<file path="config.mk">
export PLATFORM = sky130hd
export DESIGN_NAME = uart_command_frame_parser
export DESIGN_NICKNAME = d
export VERILOG_FILES = /design/src/ucfp_pkg.sv /design/src/ucfp_step.sv /design/src/uart_command_frame_parser.sv
export VERILOG_INCLUDE_DIRS = /design/src /design/src/src
export SDC_FILE = /design/constraint.sdc
export NUM_CORES = 1
export LEC_CHECK = 0
export BUFFER_PORTS_ARGS = -buffer_cell sky130_fd_sc_hd__buf_2
export CORE_MARGIN = 1.5
export CORE_UTILIZATION = 30
export DETAILED_ROUTE_END_ITERATION = 10
export REMOVE_ABC_BUFFERS = 1
export SLEW_MARGIN = 20
export SYNTH_ARGS = -nofsm -noshare
export SYNTH_HDL_FRONTEND = slang
export SYNTH_SLANG_ARGS = --single-unit
</file>
<file path="constraint.sdc">
create_clock -name clk -period 4 [get_ports clk]
set_input_delay 0.4 -clock clk [delete_from_list [all_inputs] [get_ports clk]]
set_output_delay 0.4 -clock clk [all_outputs]
set_load 0.02 [all_outputs]
</file>
<file path="src/assert_macros.svh">
// Assertion macros shared by the RTL that checks itself.
// Assumes a clock named clk and an active-low reset named rst_n in scope.
`ifndef ASSERT_MACROS_SVH
`define ASSERT_MACROS_SVH

// Property checked on every rising edge, switched off while in reset.
`define ASSERT_CLKD(lbl, prop, msg) \
  lbl: assert property (@(posedge clk) disable iff (!rst_n) (prop)) else $error(msg);

// Implication whose consequent is checked in the cycle after the antecedent.
`define ASSERT_NEXT(lbl, ante, cons, msg) \
  lbl: assert property (@(posedge clk) disable iff (!rst_n) (ante) |=> (cons)) else $error(msg);

`endif

</file>
<file path="src/ucfp_pkg.sv">
// Types and constants for the UART command frame parser.
// No dependencies.
`timescale 1ns / 1ps
`default_nettype none

package ucfp_pkg;

  localparam logic [7:0] CH_START   = 8'h53;  // 'S'
  localparam logic [7:0] CH_DUTY    = 8'h44;  // 'D'
  localparam logic [7:0] CH_FREQ    = 8'h46;  // 'F'
  localparam logic [7:0] CH_END     = 8'h45;  // 'E'
  localparam logic [7:0] CH_ONE     = 8'd49;  // '1'
  localparam logic [7:0] FREQ_SPLIT = 8'd16;
  localparam logic [7:0] DUTY_SPLIT = 8'd5;
  localparam logic [7:0] DUTY_BASE  = 8'd3;
  localparam logic [7:0] FREQ_BASE_SINGLE = 8'd6;
  localparam logic [7:0] FREQ_BASE_DUAL   = 8'd8;
  localparam int         DUTY_DEPTH = 2;
  localparam int         FREQ_DEPTH = 8;
  localparam logic [7:0] POS_MAX    = 8'd255;

  localparam int OUT_BITS  = 178;
  localparam int OUT_BYTES = (OUT_BITS + 7) / 8;

  typedef struct packed {
    logic                        frame;
    logic                        mode_sec;
    logic                        duty_sec;
    logic                        freq_sec;
    logic                        dual;
    logic [7:0]                  position;
    logic [7:0]                  mode_store;
    logic [DUTY_DEPTH-1:0][7:0]  duty_one;
    logic [DUTY_DEPTH-1:0][7:0]  duty_two;
    logic [FREQ_DEPTH-1:0][7:0]  freq_one;
    logic [FREQ_DEPTH-1:0][7:0]  freq_two;
  } ucfp_state_t;

endpackage

`default_nettype wire

</file>
<file path="src/ucfp_step.sv">
// Next-state logic for one received byte of the command frame parser.
// Depends on ucfp_pkg.
`timescale 1ns / 1ps
`default_nettype none

module ucfp_step (
  input  wire logic [7:0]          rx_byte,
  input  wire ucfp_pkg::ucfp_state_t cur,
  output ucfp_pkg::ucfp_state_t    nxt
);

  logic [7:0] pos_inc;

  assign pos_inc = (cur.position == ucfp_pkg::POS_MAX) ? cur.position : cur.position + 8'd1;

  always_comb begin
    nxt = cur;
    case (rx_byte)
      ucfp_pkg::CH_START: begin
        nxt.frame    = 1'b1;
        nxt.mode_sec = 1'b1;
        nxt.duty_sec = 1'b0;
        nxt.freq_sec = 1'b0;
        nxt.position = pos_inc;
      end
      ucfp_pkg::CH_DUTY: begin
        nxt.mode_sec = 1'b0;
        nxt.duty_sec = 1'b1;
        nxt.freq_sec = 1'b0;
        nxt.position = pos_inc;
      end
      ucfp_pkg::CH_FREQ: begin
        nxt.mode_sec = 1'b0;
        nxt.duty_sec = 1'b0;
        nxt.freq_sec = 1'b1;
        nxt.position = pos_inc;
      end
      ucfp_pkg::CH_END: begin
        nxt.frame    = 1'b0;
        nxt.mode_sec = 1'b0;
        nxt.duty_sec = 1'b0;
        nxt.freq_sec = 1'b0;
        nxt.dual     = 1'b0;
        nxt.position = 8'd0;
      end
      default: begin
        if (cur.frame) begin
          if (cur.mode_sec) begin
            nxt.mode_store = rx_byte;
            if (rx_byte != ucfp_pkg::CH_ONE) nxt.dual = 1'b1;
          end
          // slot = position - base; only in-range slots take the byte
          if (cur.duty_sec) begin
            if (!cur.dual || cur.position < ucfp_pkg::DUTY_SPLIT) begin
              for (int i = 0; i < ucfp_pkg::DUTY_DEPTH; i++) begin
                if (cur.position == ucfp_pkg::DUTY_BASE + 8'(i)) nxt.duty_one[i] = rx_byte;
              end
            end else begin
              for (int i = 0; i < ucfp_pkg::DUTY_DEPTH; i++) begin
                if (cur.position == ucfp_pkg::DUTY_SPLIT + 8'(i)) nxt.duty_two[i] = rx_byte;
              end
            end
          end
          if (cur.freq_sec) begin
            for (int i = 0; i < ucfp_pkg::FREQ_DEPTH; i++) begin
              if (!cur.dual) begin
                if (cur.position == ucfp_pkg::FREQ_BASE_SINGLE + 8'(i))
                  nxt.freq_one[i] = rx_byte;
              end else if (cur.position < ucfp_pkg::FREQ_SPLIT) begin
                if (cur.position == ucfp_pkg::FREQ_BASE_DUAL + 8'(i))
                  nxt.freq_one[i] = rx_byte;
              end else begin
                if (cur.position == ucfp_pkg::FREQ_SPLIT + 8'(i))
                  nxt.freq_two[i] = rx_byte;
              end
            end
          end
          nxt.position = pos_inc;
        end
      end
    endcase
  end

endmodule

`default_nettype wire

</file>
<file path="src/uart_command_frame_parser.sv">
// UART command frame parser: one received byte per request in, one status result out.
// The result appears on the output register in the cycle after the byte is taken.
// Throughput: one byte per cycle; the single output register stalls intake only when
// it is full and not being taken downstream.
// Reset (rst_n low, synchronous): frame state, position, mode and text buffers clear to zero,
// the output register empties.
`timescale 1ns / 1ps
`default_nettype none
`include "assert_macros.svh"

module uart_command_frame_parser (
  input  wire logic                               clk,
  input  wire logic                               rst_n,
  input  wire logic                               in_tvalid,
  output logic                                    in_tready,
  input  wire logic [7:0]                         in_tdata,   // [7:0] rx_byte
  output logic                                    out_tvalid,
  input  wire logic                               out_tready,
  // [7:0] echo_byte, [8] frame_open, [9] dual_channel, [17:10] mode_char,
  // [33:18] duty_one_text, [49:34] duty_two_text, [113:50] freq_one_text,
  // [177:114] freq_two_text, [183:178] zero
  output logic [ucfp_pkg::OUT_BYTES*8-1:0]        out_tdata
);

  ucfp_pkg::ucfp_state_t state_r, state_nxt;
  logic                  out_valid_r;
  logic [7:0]            echo_r;
  logic                  in_acc;

  assign in_tready = !out_valid_r || out_tready;
  assign in_acc    = in_tvalid && in_tready;

  ucfp_step u_step (
    .rx_byte (in_tdata),
    .cur     (state_r),
    .nxt     (state_nxt)
  );

  always_ff @(posedge clk) begin
    if (!rst_n) begin
      state_r     <= '0;
      out_valid_r <= 1'b0;
    end else begin
      if (in_acc) begin
        state_r <= state_nxt;
      end
      if (in_acc) begin
        out_valid_r <= 1'b1;
      end else if (out_tready) begin
        out_valid_r <= 1'b0;
      end
    end
  end

  always_ff @(posedge clk) begin
    if (in_acc) begin
      echo_r <= in_tdata;
    end
  end

  // Stores live in state_r, so the result register holds the snapshot after the byte.
  assign out_tvalid = out_valid_r;
  assign out_tdata  = {6'd0, state_r.freq_two, state_r.freq_one, state_r.duty_two,
                       state_r.duty_one, state_r.mode_store, state_r.dual, state_r.frame,
                       echo_r};

  `ASSERT_NEXT(a_end_closes, in_acc && in_tdata == ucfp_pkg::CH_END,
               !state_r.frame && state_r.position == 8'd0 && !state_r.dual,
               "end marker did not close the frame")
  `ASSERT_NEXT(a_start_opens, in_acc && in_tdata == ucfp_pkg::CH_START,
               state_r.frame && state_r.mode_sec, "start marker did not open the frame")
  `ASSERT_CLKD(a_dual_in_frame, !state_r.frame |-> !state_r.dual,
               "dual channel set outside a frame")
  `ASSERT_NEXT(a_echo, in_acc, out_tvalid && out_tdata[7:0] == $past(in_tdata),
               "echo byte does not match the accepted request")

endmodule

`default_nettype wire

</file>
==> flow_metrics.tcl <==
set metrics [dict create \
    status "complete, no violations" \
    worstMarginPinSlew_ps 913 \
    grt.total_usage_pct 15.3 \
    setup_viol 0 \
    diodes 0 \
    drv_cap 0 \
    clockBufferDepth 2 \
    final_antenna_net_count 0 \
    synth_ff_type "dfxtp_1" \
    synth.area.mux_share_pct 15.2 \
    insertion_delay_ps 430 \
    synth_compound_area_share_pct 10.0 \
    cts_max_level 4 \
    synth-xor-area-share_pct 0 \
    cts_root_buf "clkbuf_16" \
    arrival_ps 2950 \
    grt_pass1_vias 5871 \
    grt_remaining_overflow 0 \
    ys_ff_latch 190 \
    fin_skew_ps 10.6 \
    async_reset_ff_share_pct 0 \
    setup_tns_ps 0 \
    p_leak_nw 4.31 \
    cp_slowest_cell "dfxtp_1" \
    rsz0062_at_grt "false" \
    min_path_cells 3 \
    syn_area_per_cell_um2 9.58 \
    numCtsBuffers 17 \
    initial_core_util_pct 30.6 \
    grt_first_pass_wirelength_mm 36.3 \
    synthAdderAreaFrac_pct 0.550 \
    p_per_area_nw_per_um2 393 \
    clock-sinks 190 \
    ctsResizeCount 0 \
    grt_max_degree 103 \
    finalCoreUtilization_pct 32.8 \
    start_kind "flip-flop" \
    path_cells "inv_1, nor3_4, o211ai_2, nor2_4, mux2i_1" \
    ios 198 \
    fmax_ghz 0.386 \
    reg2reg_depth 5 \
    drcViolationCount 0 \
    yosysUniqueCellTypes 60 \
    slew_viol_final 0 \
    routedWlPerCell_um 18.0 \
    crit_path_end_kind "flip-flop" \
    gp_congestion 0.829 \
    ys_seq_area_share_pct 42.7 \
    synth_top_family_by_area "buffers and inverters" \
    cts_setup_buffers 0 \
    via_per_inst 4.69 \
    cp.depth 5 \
    num_vias 6361 \
    crit_buf_inv 1 \
    cts_tree "yes" \
    rows 63 \
    core_area_um2 29700 \
    synthSimpleGateAreaFrac_pct 13.8 \
    syn_to_final_growth_pct 7.08 \
    drtPass1Iterations 5 \
    die_x_um 177 \
    holdCritPathClass "input pin to flip-flop" \
    synth_edf_count 8 \
    dp_hpwl_mm 16.3 \
    crit_type "flip-flop to flip-flop" \
    synth_area_um2 9100 \
    hold_buffers 0 \
    relSlewSlack_pct 39.1 \
    final_layout_size_suffix_gt1_share_pct 28.1 \
    routed_wl_mm 24.4 \
    cp_max_fo 15 \
    nets 970 \
    die_h_um 177 \
    yosysWarnings 0 \
    fin_crit_ps 2590 \
    slowest_delay_ps 810 \
    crit_required_ps 4360 \
    die-area_um2 31400 \
    finalHoldViolations 0 \
    io_buffers 191 \
    first_iter_violations 426 \
    clk_pin_slew_ps 80 \
    antenna_found_initial 0 \
    netlist_instances 950 \
    crit_family "simple AND/OR/NAND/NOR gates" \
    ir_worst_vdd_v 0.000269 \
    fin_crit_sh_pct 64.7 \
]
[logic make-up after synthesis]
kind of cell               Yosys count
AOI/OAI and AO/OA                  119
muxes                              138
DFF                                190
and+or+nand+nor                    257
adders and majority gates            4
other                                1
buffers and inverters              241
[worst register-to-register path, stage by stage (launching register included)]
cell and delay [ps]:
dfxtp_1 810, inv_1 190, nor3_4 540, o211ai_2 290, nor2_4 450, mux2i_1 240
[final timing paths]
kind / to / start / slack (ps)
worst min-delay path: out_tdata[126] / in_tdata[4] / 360
worst min register to register: out_tdata[28] / out_tdata[28] / 460
worst max register to register: out_tdata[61] / out_tdata[8] / 1410
worst max-delay path: out_tdata[61] / out_tdata[8] / 1410
[placed cells by master, fill, tap and decap left out, types with 5 or more instances in the layout]
master | synthesis | routed
clkbuf_16 | 0 | 17
nor3_1 | 7 | 7
a21oi_1 | 46 | 46
conb_1 | 1 | 6
nand3_1 | 38 | 38
buf_2 | 6 | 191
nand2_1 | 72 | 72
nor2_1 | 97 | 97
buf_4 | 178 | 19
inv_1 | 8 | 7
edfxtp_1 | 8 | 8
dfxtp_1 | 182 | 182
inv_6 | 0 | 7
and4_1 | 5 | 5
o21ai_0 | 36 | 36
mux2i_1 | 138 | 138
o2111ai_4 | 6 | 6
[per-stage QoR]
step,hold WS (ps),std cells,worst slack (ps),total power [mW],area (um2)
after floorplan,427,725,1140,2.02,7550
after global placement,440,1325,1330,2.11,9140
after detailed placement,446,1325,1290,2.11,9140
after CTS,331,1357,1370,3.89,9740
after global routing,362,1357,1240,3.96,9740
final,358,1357,1410,3.83,9740
[synthesized netlist by cell type, types with 5 or more instances]
cell type / instances / area share (%)
buf_4: 178 / 15
dfxtp_1: 182 / 40
inv_1: 8 / 0.33
and4_1: 5 / 0.48
o2111ai_4: 6 / 1.7
mux2i_1: 138 / 15
buf_2: 6 / 0.33
edfxtp_1: 8 / 2.6
clkbuf_1: 41 / 1.7
nor2_1: 97 / 4.0
o21ai_0: 36 / 2.0
a21oi_1: 46 / 2.5
nor3_1: 7 / 0.39
nand2_1: 72 / 3.0
nand3_1: 38 / 2.1
[per-layer routing]
metal | up-vias | share of wire [%] | track usage [%]
met5 | - | 0 | 0
met4 | 0 | 1.2 | 4.03
met3 | 22 | 6.1 | 3.91
met2 | 218 | 46 | 24.2
met1 | 3053 | 47 | 20.7
li1 | 3068 | - | -
[power breakdown]
part | leakage, nW | switching (mW) | internal, mW | total (mW)
logic | 2.48 | 0.129 | 0.0278 | 0.156
registers | 1.54 | 0.00156 | 1.91 | 1.91
clock network | 0.296 | 0.835 | 0.926 | 1.76
total | 4.31 | 0.965 | 2.86 | 3.83
[sequential cells by signal (all words and copies together) (netlist names)]
register	count
echo_r	8
out_tvalid	1
state_r	11
out_tdata	170
[cell type report]
cell class	count	area, um2
fill	3075	20000
sequential	190	3880
multi-input combinational	524	3630
timing repair buffer	210	1100
tap	390	488
clock buffer	20	457
clock inverter	12	141
inverter	11	46.3
Power figures use the tool's default switching activity.
